File: src/hw/rtl/irpt_pkg.sv
//------------------------------------------------------------------------------
// irpt_pkg
// Shared constants and types for the IR pointer two-point tracker.
//------------------------------------------------------------------------------
package irpt_pkg;

    localparam int SPOT_COUNT_DEF = 4;
    localparam int COORD_BITS_DEF = 12;
    localparam int SPOT_BITS      = 10;
    localparam int CFG_IDX_BITS   = 2;
    localparam int CFG_DATA_BITS  = 8;
    localparam int OUT_BITS       = 12;
    localparam int DIV_BITS       = 24;

    localparam logic [CFG_IDX_BITS-1:0] CFG_RADIUS = 2'd0;
    localparam logic [CFG_IDX_BITS-1:0] CFG_MAXS   = 2'd1;
    localparam logic [CFG_IDX_BITS-1:0] CFG_MINS   = 2'd2;
    localparam logic [CFG_IDX_BITS-1:0] CFG_WEIGHT = 2'd3;

    localparam logic [7:0] RADIUS_RST = 8'd10;
    localparam logic [7:0] MAXS_RST   = 8'd8;
    localparam logic [7:0] MINS_RST   = 8'd4;
    localparam logic [3:0] WEIGHT_RST = 4'd3;

    localparam logic [SPOT_BITS-1:0] SPOT_MAX = 10'd1023;

    // Datapath micro-steps issued by the controller.
    typedef enum logic [3:0] {
        OP_NONE,
        OP_LOAD,
        OP_SPOT,
        OP_PAIR,
        OP_DIVX,
        OP_DIVY,
        OP_GATE,
        OP_WDIVX,
        OP_WDIVY,
        OP_WEND,
        OP_FINISH
    } t_op;

    typedef struct packed {
        t_op        op;
        logic [1:0] spot;
        logic       div_start;
    } t_cmd;

    typedef struct packed {
        logic div_busy;
        logic weight_on;
    } t_sts;

endpackage

File: src/hw/rtl/irpt_ctrl.sv
//------------------------------------------------------------------------------
// irpt_ctrl
// Sequencer for one report: spot scan, pairing, average and weighting steps.
//------------------------------------------------------------------------------
module irpt_ctrl (
    input  logic           i_clk,
    input  logic           i_rst_n,
    input  logic           i_in_valid,
    output logic           o_in_stall,
    output logic           o_out_valid,
    input  logic           i_out_stall,
    output irpt_pkg::t_cmd o_cmd,
    input  irpt_pkg::t_sts i_sts
);
    import irpt_pkg::*;

    localparam logic [3:0] S_IDLE = 4'd0, S_SPOT = 4'd1, S_PAIR = 4'd2,
                           S_DX = 4'd3, S_DY = 4'd4, S_GATE = 4'd5,
                           S_CHK = 4'd6, S_WX = 4'd7, S_WY = 4'd8,
                           S_WEND = 4'd9, S_FIN = 4'd10, S_DXW = 4'd11,
                           S_WXW = 4'd12;

    logic [3:0] r_state, n_state;
    logic [1:0] r_spot, n_spot;
    logic       r_ov, n_ov, r_go;
    logic       accept;

    assign accept = i_in_valid && !o_in_stall;
    assign o_in_stall = (r_state != S_IDLE) || r_ov;

    always_comb begin
        n_state = r_state; n_spot = r_spot; n_ov = r_ov;
        o_cmd = '{op: OP_NONE, spot: r_spot, div_start: 1'b0};
        if (r_ov && !i_out_stall) n_ov = 1'b0;
        case (r_state)
            S_IDLE: if (accept) begin
                o_cmd.op = OP_LOAD; n_spot = '0; n_state = S_SPOT;
            end
            S_SPOT: begin
                o_cmd.op = OP_SPOT;
                n_spot = r_spot + 2'd1;
                if (r_spot == 2'd3) n_state = S_PAIR;
            end
            S_PAIR: begin o_cmd.op = OP_PAIR; n_state = S_DX; end
            S_DX: begin o_cmd.op = OP_DIVX; o_cmd.div_start = 1'b1; n_state = S_DXW; end
            S_DXW: if (!i_sts.div_busy) begin
                o_cmd.op = OP_DIVY; o_cmd.div_start = 1'b1; n_state = S_DY;
            end
            S_DY: if (!i_sts.div_busy) begin o_cmd.op = OP_GATE; n_state = S_GATE; end
            S_GATE: n_state = S_CHK;
            S_CHK: n_state = i_sts.weight_on ? S_WX : S_FIN;
            S_WX: begin o_cmd.op = OP_WDIVX; o_cmd.div_start = 1'b1; n_state = S_WXW; end
            S_WXW: if (!i_sts.div_busy) begin
                o_cmd.op = OP_WDIVY; o_cmd.div_start = 1'b1; n_state = S_WY;
            end
            S_WY: if (!i_sts.div_busy) begin o_cmd.op = OP_WEND; n_state = S_WEND; end
            S_WEND: n_state = S_FIN;
            S_FIN: if (!r_ov) begin
                o_cmd.op = OP_FINISH; n_ov = 1'b1; n_state = S_IDLE;
            end
            default: n_state = S_IDLE;
        endcase
    end

    always_ff @(posedge i_clk) begin
        if (!i_rst_n) begin
            r_state <= S_IDLE; r_spot <= '0; r_ov <= 1'b0; r_go <= 1'b0;
        end else begin
            r_state <= n_state; r_spot <= n_spot; r_ov <= n_ov; r_go <= accept;
        end
    end

    assign o_out_valid = r_ov;

    a_stall: assert property (@(posedge i_clk) disable iff (!i_rst_n)
        r_go |-> r_state == S_SPOT) else $error("accept did not start scan");
    a_ov: assert property (@(posedge i_clk) disable iff (!i_rst_n)
        (r_ov && i_out_stall) |=> r_ov) else $error("result dropped");
    a_busy: assert property (@(posedge i_clk) disable iff (!i_rst_n)
        r_state != S_IDLE |-> o_in_stall) else $error("accepted while busy");
endmodule

File: config.mk
export PLATFORM = sky130hd
export DESIGN_NAME = irpt_ctrl
export DESIGN_NICKNAME = d
export VERILOG_FILES = /design/src/hw/rtl/irpt_pkg.sv /design/src/hw/rtl/irpt_ctrl.sv
export SDC_FILE = /design/constraint.sdc
export NUM_CORES = 1
export LEC_CHECK = 0
export BUFFER_PORTS_ARGS = -buffer_cell sky130_fd_sc_hd__buf_4
export CAP_MARGIN = 20
export CORE_MARGIN = 3
export CORE_UTILIZATION = 45
export CTS_CLUSTER_DIAMETER = 60
export DETAILED_ROUTE_END_ITERATION = 7
export PLACE_DENSITY_LB_ADDON = 0.3
export SLEW_MARGIN = 20
export SYNTH_ARGS = -nofsm -noshare
export SYNTH_HDL_FRONTEND = slang
export SYNTH_SLANG_ARGS = --single-unit
File: constraint.sdc
create_clock -name i_clk -period 1.9 [get_ports i_clk]
set_input_delay 0 -clock i_clk [delete_from_list [all_inputs] [get_ports i_clk]]
set_output_delay 0 -clock i_clk [all_outputs]
set_load 0.005 [all_outputs]
# Yosys cells after proc, flatten, opt, wreduce, memory -nomap -nowiden

Cells that the tools add are included.

Add/subtract/negate cells: 1
Eq/ne operators: 20
Muxes and demuxes: 23
Reductions and logical operators: 12

Operator list:

| operator            | number |
|---|---|
| $pmux 4 s13         | 1 |
| $mux 4              | 11 |
| $pmux 4 s10         | 1 |
| $eq 4x4->1 const B  | 5 |
| $eq 4x3->1 const B  | 4 |
| $ne 2x2->1 const B  | 7 |
| $eq 4x2->1 const B  | 2 |
| $reduce_and 7->1    | 1 |
| $mux 3              | 2 |
| $mux 1              | 5 |
| $eq 4x1->1 const B  | 1 |
| $logic_not 4->1     | 1 |
| $pmux 2 s2          | 1 |
| $reduce_bool 4->1   | 1 |
| $reduce_or 2->1     | 2 |
| $add 2x1->2 const B | 1 |
| $eq 2x2->1 const B  | 1 |
| $logic_and 1x1->1   | 2 |
| $logic_not 1->1     | 2 |
| $mux 2              | 1 |
| $pmux 1 s2          | 1 |
| $reduce_and 2->1    | 1 |
| $reduce_bool 2->1   | 1 |
| $logic_or 1x1->1    | 1 |

Register bits after elaboration: 7
Bits of input ports: 6
Word-level logic and storage cells: 59

# Depth between registers and ports, before layout

Gate-level depths: netlist of the first run.

Word-level depth: 6
Gate-level depth with buffers: 6

# Least setup slack after synthesis of the first run

Ideal clock, no wire load.

Path kind: reg-to-reg
Start: reg r_spot[0]
End: reg r_state[3]
Setup time: 119 ps
Arrival time: 1515 ps
Slack: 266 ps
Cell stages (with the launch flop): 6
Clock period less this slack: 1634 ps
Path through: dfxtp_1 ha_1 or4b_1 a21o_1 and4_4 o221a_1

Word-level cells in the longest chain between the ends: 3

RTL lines:

| item                       | line            | RTL |
|---|---|---|
| from (decl)                | irpt_ctrl.sv:24 | `logic [1:0] r_spot, n_spot;` |
| from (signal assigned)     | irpt_ctrl.sv:69 | `r_state <= n_state; r_spot <= n_spot; r_ov <= n_ov; r_go <= accept;` |
| $eq 2x2->1                 | irpt_ctrl.sv:42 | `if (r_spot == 2'd3) n_state = S_PAIR;` |
| $ne 2x2->1 (no line)       | --              |  |
| $reduce_and 7->1 (no line) | --              |  |
| to (signal assigned)       | irpt_ctrl.sv:69 |  |
| to (decl)                  | irpt_ctrl.sv:23 | `logic [3:0] r_state, n_state;` |

No other way between the ends.
A chain may end at the register's enable or synchronous reset.

# Worst setup path after layout of the first run

Same ends and word-level chain as after synthesis.

==> results.yml, run 1 <==
global_routing:
  grt_pass1_wl_um: 2470
  antenna_found_initial: 0
  grt_pass1_vias: 560
  globalRouteTotalUtil_pct: 17.4
  grt_max_degree: 24
  grt_overflow_total: 0
detailed_routing:
  first_iter_violations: 10
  dr_total_vias: 665
  wl_per_cell_um: 13.1
  met3_length_um: 116
  drtPass1Iterations: 4
  wl_met2_um: 635
  ant_nets: 0
  wirelength_um: 1430
  maxUsedRoutingLayer: "met3"
  met1_length_um: 676
  drc: 0
  via_per_inst: 6.10
pwr:
  pwr-share-comb_pct: 64.4
  p_leak_nw: 0.298
  power.switching_mw: 0.411
  power_frac_seq_pct: 22.4
  intPower_mw: 0.572
  vdd_drop_max_mv: 0.689
  swShare_pct: 41.8
  power.total_mw: 0.983
  p_per_area_nw_per_um2: 1320
  clkPwrFrac_pct: 13.2
clock_tree:
  cts_tree: "done"
  cts-root-buf: "clkbuf_4"
  cts_max_path_buffers: 2
  postCtsResizedCells: 0
  cts.sinks: 7
  clk_pin_slew_ns: 0.05
  cts_hold_buffers: 0
  insertion_delay_ns: 0.25
  cts.htree.levels: 1
  cts_made_buffers: 3
  cts_setup_buffers: 0
cells_and_area:
  drive_above_1_share_pct: 22.1
  n_fill_cell: 110
  multi_input_area_sq_um: 419
  area_growth_pct: 23.1
  post-route-util_pct: 62.9
  num_antenna_cells: 0
  seqCellArea_sq_um: 140
  num-nets-final: 103
synth:
  synthFlopType: "dfxtp_1"
  synth_nets: 88
  synth_cells: 81
  ys_warn_count: 0
  ys_async_sr_fraction_pct: 0
  synth_cell_type_count: 36
  ys_seq_area_share_pct: 23.1
  ys_ff_latch: 7
  synth_area_sq_um: 606
  avgSynthCellArea_sq_um: 7.48
  synth_edf_count: 0
timing:
  max_slew_margin_pct: 57.5
  final-hold-violation-count: 0
  fin_crit_sh_pct: 88.5
  post-route-min-period_ns: 1.68
  drv_slew: 0
  fin_skew_ns: 0.000586
  setup_violations: 0
  setup_ws_ns: 0.219
  fin_setup_tns_ns: 0
  fin_hold_ws_ns: 0.0187
  worst_slew_pin_slew_ns: 0.637
  rsz0062_at_grt: "false"
  fmax_mhz: 595
hold_path:
  hold_path.class: "primary input to flop"
floorplan:
  die_area_sq_um: 1820
  die_h_um: 42.7
  die_x_um: 42.7
  core_area_sq_um: 1190
  start_util_pct: 51.1
  io_pins: 15
  rows: 12
place:
  pre_cts_slack_ns: 0.233
  dp_hpwl_um: 1040
  place_congestion: 0.871
  port_buffers: 14
worst_setup_path:
  arrival_ns: 1.82
  path_max_fanout: 4
  critPathKind: "flop to flop"
  crit_path_end_kind: "flop"
  crit_required_ns: 2.04
  cp-start-kind: "flop"
status:
  outcome: "complete, no violations"
flow_run:
  drv_cap: 0
-- flip-flops by register name, summed over array words and instances, names as in the netlist --
name	cells
o_out_valid	1
r_spot	2
r_state	4
-- final timing paths --
path	start	endpoint	slack, ns	cells after the start
max	r_spot[0]$_SDFFE_PN0P_	r_state[3]$_SDFFE_PN0P_	0.22	5
min	i_out_stall	o_out_valid$_SDFF_PN0_	0.02	3
max reg2reg	r_spot[0]$_SDFFE_PN0P_	r_state[3]$_SDFFE_PN0P_	0.22	5
min reg2reg	r_spot[1]$_SDFFE_PN0P_	r_spot[1]$_SDFFE_PN0P_	0.51	2
-- power groups by stage --
stage,Combinational (mW),Clock [mW],Sequential [mW]
detailed placement,0.631,0,0.223
global placement,0.630,0,0.221
finish,0.633,0.129,0.221
floorplan,0.449,0,0.214
CTS,0.634,0.138,0.220
global route,0.713,0.147,0.226
-- synthesized netlist by cell type, types with 3 or more instances --
cell	count	share of area [%]
a21oi_1	8	6.6
o22ai_1	3	3.1
nor2_1	4	2.5
dfxtp_1	7	23
o21ai_0	3	2.5
o32ai_1	3	4.3
nand2_1	6	3.7
inv_1	4	2.5
clkbuf_1	4	2.5
nand2b_1	4	4.1
nor2b_1	3	3.1
-- per-layer routing --
metal,GRT usage [%],vias to the layer above
li1,-,340
met1,26.3,301
met2,22.8,24
met3,6.36,0
met4,3.73,0
met5,0,-
-- layout by cell type (no fill, tap or decap), types with 2 or more instances in the layout --
cell and n:
a21oi_1 8, o32ai_1 3, inv_1 4, o21ai_0 3
nand2b_1 4, nand2_1 6, nand3b_1 2, buf_4 17
o221a_1 2, o22ai_1 3, o211ai_1 2, nand4b_1 2
nor2b_1 3, nor2_1 4, clkbuf_4 3, nor4_1 2
nand3_1 2, nor3_1 2, dfxtp_1 7
-- layout make-up --
cell class,instances,area share (%)
Sequential cell,7,18.8
Tap cell,14,2.35
Inverter,4,2.01
Clock buffer,4,3.52
Timing Repair Buffer,17,17.1
Multi-Input combinational cell,63,56.2
-- critical path, cell delays in order (launching register included) --
cell and delay [ns]:
dfxtp_1 0.33, ha_1 0.21, or4b_1 0.47, a21o_1 0.18
and4_4 0.15, o221a_1 0.23
-- kinds of logic after synthesis --
family / synth area share [%]
buffers and inverters: 7.64
DFF: 23.1
AOI/OAI and AO/OA: 33.3
xor gates and xnor gates: 1.45
and+or+nand+nor: 30.8
adders and majority gates: 2.07
muxes: 1.65
-- per-stage QoR --
step / area [sq um] / cells
after global placement: 719 / 105
after floorplan: 606 / 81
after CTS: 746 / 109
final: 746 / 109
after detailed placement: 719 / 105
after global routing: 746 / 109
Power figures use the tool's default switching activity.
==> run 2, diff against run 1 <==
BUFFER_PORTS_ARGS = not set   (was -buffer_cell sky130_fd_sc_hd__buf_4)
DONT_BUFFER_PORTS = 1   (was not set)
SKIP_CTS_REPAIR_TIMING = 1   (was not set)
==> run 2 against run 1 <==
Non-clock buffer count shrank 11. Setup slack lost 0.012 ns. Worst hold slack gained 0.062 ns. Total power shrank 6.6%. Utilization shrank 6.5 points. Via count shrank 1.8%. Combinational power shrank 13%. Clock power grew 15%. First-iteration DRC count grew to 3.6 times the previous value. Clock skew grew 0.0045 ns. Register-to-register slack is essentially flat. Critical path type unchanged. Highest routed layer is now met4.
==> results.yml, run 2 (synthesis results as in run 1) <==
floorplan:
  io_pins: 15
  rows: 12
  start_util_pct: 51.1
  die_h_um: 42.7
  die_area_sq_um: 1820
  core_area_sq_um: 1190
  die_x_um: 42.7
worst_setup_path:
  rrSetupSlack_ns: 0.21
  critPathKind: "flop to flop"
  arrival_ns: 1.85
  crit_path_end_kind: "flop"
  slowest_stage: "or4b_1"
  cp_slowest_stage_delay_ns: 0.46
  cp-start-kind: "flop"
  path_max_fanout: 4
  cpLargestDelayFamily: "simple AND/OR/NAND/NOR gates"
  cp_cell_sequence: "ha_1 -> or4b_1 -> a21o_1 -> and4_4 -> o221a_1"
  crit_required_ns: 2.06
  path_buf_inv: 0
  r2r_end: "r_state[3]$_SDFFE_PN0P_"
  r2r-start: "r_spot[0]$_SDFFE_PN0P_"
  rr_worst_depth: 5
cells_and_area:
  top_register: "r_state"
  area_growth_pct: 10.3
  mostFrequentLayoutCells: "a21oi_1, dfxtp_1, nand2_1"
  drive_above_1_share_pct: 9.52
  final_common_cell: "a21oi_1"
  largest_register_ffs: 4
  finalInstanceArea_sq_um: 668
  n_fill_cell: 113
  seqCellArea_sq_um: 140
  post-route-util_pct: 56.3
  num_antenna_cells: 0
  num-nets-final: 92
  multi_input_area_sq_um: 419
timing:
  final-hold-violation-count: 0
  fmax_mhz: 591
  fin_skew_ns: 0.00512
  drv_slew: 0
  max_slew_margin_pct: 72.8
  fin_setup_tns_ns: 0
  post-route-min-period_ns: 1.69
  rsz0062_at_grt: "false"
  fin_hold_ws_ns: 0.0805
  setup_violations: 0
  worst_slew_pin_slew_ns: 0.407
  fin_crit_sh_pct: 89.1
global_routing:
  grt_max_degree: 24
  globalRouteTotalUtil_pct: 18.4
  grt_pass1_vias: 552
  grt_overflow_total: 0
  grt_pass1_wl_um: 2540
  antenna_found_initial: 0
pwr:
  swShare_pct: 46.0
  clkPwrFrac_pct: 16.1
  p_per_area_nw_per_um2: 1370
  intPower_mw: 0.496
  pwr-share-comb_pct: 60.0
  vdd_drop_max_mv: 0.636
  power_frac_seq_pct: 23.9
  power.switching_mw: 0.423
  p_leak_nw: 0.241
  power.total_mw: 0.918
clock_tree:
  insertion_delay_ns: 0.27
  cts.sinks: 7
  cts-root-buf: "clkbuf_4"
  cts_made_buffers: 3
  cts_max_path_buffers: 2
  cts.htree.levels: 1
  clk_pin_slew_ns: 0.06
  cts_tree: "done"
detailed_routing:
  drtPass1Iterations: 4
  dr_total_vias: 653
  wirelength_um: 1520
  via_per_inst: 6.66
  ant_nets: 0
  wl_per_cell_um: 15.5
  drc: 0
  first_iter_violations: 36
place:
  placed_cell_area_sq_um: 622
  place_congestion: 0.909
  port_buffers: 0
  dp_hpwl_um: 1040
hold_path:
  min_from: "i_sts[1]"
  hold_path.class: "primary input to primary output"
  min_delay_worst_endpoint: "o_cmd[5]"
  hold_path_depth: 1
status:
  outcome: "complete, no violations"
flow_run:
  drv_cap: 0
==> run 2: worst max path at each step <==
stage / cells after the start / start / slack, ns / end
after CTS: 5 / r_spot[0]$_SDFFE_PN0P_ / 0.20 / r_state[3]$_SDFFE_PN0P_
after detailed placement: 5 / r_spot[0]$_SDFFE_PN0P_ / 0.21 / r_state[3]$_SDFFE_PN0P_
final: 5 / r_spot[0]$_SDFFE_PN0P_ / 0.21 / r_state[3]$_SDFFE_PN0P_
after floorplan: 5 / r_spot[0]$_SDFFE_PN0P_ / 0.27 / r_state[3]$_SDFFE_PN0P_
after global placement: 5 / r_spot[0]$_SDFFE_PN0P_ / 0.23 / r_state[3]$_SDFFE_PN0P_
after global routing: 5 / r_spot[0]$_SDFFE_PN0P_ / 0.14 / r_state[3]$_SDFFE_PN0P_
==> run 2: power groups by stage <==
| stage | clock network, mW | logic [mW] | registers, mW |
|---|---|---|---|
| 2_1_floorplan | 0 | 0.449 | 0.214 |
| 3_3_place_gp | 0 | 0.533 | 0.221 |
| 3_5_place_dp | 0 | 0.535 | 0.221 |
| 4_1_cts | 0.154 | 0.537 | 0.218 |
| 5_1_grt | 0.157 | 0.612 | 0.223 |
| 6_report | 0.148 | 0.551 | 0.219 |
==> run 2: area by class of cell <==
cell class / count / area share, %
Sequential cell: 7 / 21.0
Multi-Input combinational cell: 63 / 62.7
Clock buffer: 4 / 3.93
Inverter: 4 / 2.25
Tap cell: 14 / 2.62
Timing Repair Buffer: 6 / 7.49
==> run 2: metrics by stage <==
stage / std cells / setup slack [ns]
finish: 98 / 0.207
global route: 98 / 0.145
CTS: 96 / 0.205
detailed placement: 92 / 0.208
global placement: 92 / 0.233
floorplan: 81 / 0.266
==> run 2: per-layer routing <==
metal  up-vias  wire length (um)  track usage (%)
li1        318                 -                -
met1       289               612             26.6
met2        43               672             23.7
met3         3               202             4.66
met4         0                28             11.2
met5         -                 0                0
==> run 3, diff against run 2 <==
clock period = 2 ns   (was 1.9 ns; I/O delays follow)
==> run 3 against run 2 <==
Global-route usage up 0.42 points. Critical path depth unchanged. Worst hold slack about the same. Clock skew grew 0.0048 ns. Register-to-register slack gained 0.06 ns. Total power down 5.9%. Die area is the same. Design area shrank 2.2%. Utilization fell by 1.3 points. Wire length fell by 0.46%. Maximum frequency shrank 2.2%. Cell count shrank 2.0%. Critical path type unchanged. Largest power group unchanged. Highest routed layer unchanged.
==> results.yml, run 3 (synthesis results as in run 1) <==
status:
  outcome: "complete, no violations"
pwr:
  vdd_drop_max_mv: 0.518
  p_per_area_nw_per_um2: 1320
  p_leak_nw: 0.230
  clkPwrFrac_pct: 16.0
  pwr-share-comb_pct: 59.2
  power.switching_mw: 0.398
  power_frac_seq_pct: 24.8
  swShare_pct: 46.1
  intPower_mw: 0.466
timing:
  drv_slew: 0
  fmax_mhz: 577
  fin_crit_sh_pct: 86.6
  fin_skew_ns: 0.00991
  fin_setup_tns_ns: 0
  max_slew_margin_pct: 57.4
  rsz0062_at_grt: "false"
  final-hold-violation-count: 0
  setup_violations: 0
  worst_slew_pin_slew_ns: 0.638
  post-route-min-period_ns: 1.73
global_routing:
  grt_max_degree: 24
  grt_overflow_total: 0
  globalRouteTotalUtil_pct: 18.8
  grt_pass1_vias: 574
  antenna_found_initial: 0
  grt_pass1_wl_um: 2600
floorplan:
  start_util_pct: 51.1
  die_x_um: 42.7
  core_area_sq_um: 1190
  io_pins: 15
  die_h_um: 42.7
  rows: 12
  die_area_sq_um: 1820
clock_tree:
  cts.sinks: 7
  cts_tree: "done"
  insertion_delay_ns: 0.26
  cts.htree.levels: 1
  cts-root-buf: "clkbuf_4"
  clk_pin_slew_ns: 0.05
  cts_max_path_buffers: 2
  cts_made_buffers: 3
worst_setup_path:
  r2r-start: "r_spot[0]$_SDFFE_PN0P_"
  crit_required_ns: 2.15
  endpoint: "r_state[3]$_SDFFE_PN0P_"
  r2r_end: "r_state[3]$_SDFFE_PN0P_"
  arrival_ns: 1.88
  crit_start: "r_spot[0]$_SDFFE_PN0P_"
  critPathKind: "flop to flop"
  crit_path_end_kind: "flop"
  rr_worst_depth: 5
  rrSetupSlack_ns: 0.27
  cp-start-kind: "flop"
  path_max_fanout: 4
detailed_routing:
  wl_per_cell_um: 15.7
  dr_total_vias: 647
  drc: 0
  wirelength_um: 1510
  ant_nets: 0
  first_iter_violations: 14
  drtPass1Iterations: 4
  via_per_inst: 6.74
hold_path:
  hold_path.class: "primary input to primary output"
cells_and_area:
  top_register: "r_state"
  num-nets-final: 90
  area_growth_pct: 7.85
  num_antenna_cells: 0
  finalInstanceArea_sq_um: 653
  drive_above_1_share_pct: 7.32
  final_common_cell: "a21oi_1"
  post-route-util_pct: 55.1
  mostFrequentLayoutCells: "a21oi_1, dfxtp_1, nand2_1"
  largest_register_ffs: 4
place:
  placed_cell_area_sq_um: 607
  port_buffers: 0
  place_congestion: 0.862
  dp_hpwl_um: 1050
flow_run:
  drv_cap: 0
## run 3: critical path, stage by stage, from the launching register on
cell,delay (ns)
dfxtp_1,0.35
ha_1,0.23
or4b_1,0.47
a21o_1,0.19
and4_4,0.16
o221a_1,0.23
## run 3: worst min-delay path by stage
stage                  start                 endpoint  slack, ns  cells past startpoint
finish              i_sts[1]                 o_cmd[5]       0.08                      1
global route        i_sts[1]                 o_cmd[5]       0.08                      1
CTS                  i_rst_n  r_state[0]$_SDFFE_PN0P_      -0.14                      1
detailed placement  i_sts[1]                 o_cmd[5]       0.08                      1
global placement    i_sts[1]                 o_cmd[5]       0.08                      1
floorplan           i_sts[1]                 o_cmd[5]       0.07                      1
## run 3: final cells by class
cell class | count | area, sq um
timing repair buffer | 4 | 35.0
inverter | 4 | 15.0
clock buffer | 4 | 26.3
multi-input combinational | 63 | 419
fill | 125 | 533
sequential | 7 | 140
tap | 14 | 17.5
## run 3: stage by stage
step	setup WS, ns	instances	power (mW)	hold WS (ns)
finish	0.268	96	0.864	0.0800
global route	0.193	96	0.942	0.0849
CTS	0.272	94	0.862	-0.140
detailed placement	0.290	90	0.719	0.0821
global placement	0.333	90	0.709	0.0815
floorplan	0.366	81	0.631	0.0741
## run 3: layer usage
metal / share of wire, % / routed length [um] / track usage, % / vias to the layer above
li1: - / - / - / 314
met1: 46 / 689 / 25.5 / 306
met2: 45 / 684 / 26.3 / 25
met3: 7.3 / 110 / 4.66 / 2
met4: 1.6 / 24 / 11.2 / 0
met5: 0 / 0 / 0 / -
## run 3: power groups by stage
stage | Combinational, mW | Sequential, mW | Clock (mW)
3_5_place_dp | 0.503 | 0.216 | 0
4_1_cts | 0.505 | 0.213 | 0.144
6_report | 0.511 | 0.214 | 0.138
5_1_grt | 0.574 | 0.219 | 0.149
3_3_place_gp | 0.491 | 0.218 | 0
2_1_floorplan | 0.427 | 0.204 | 0
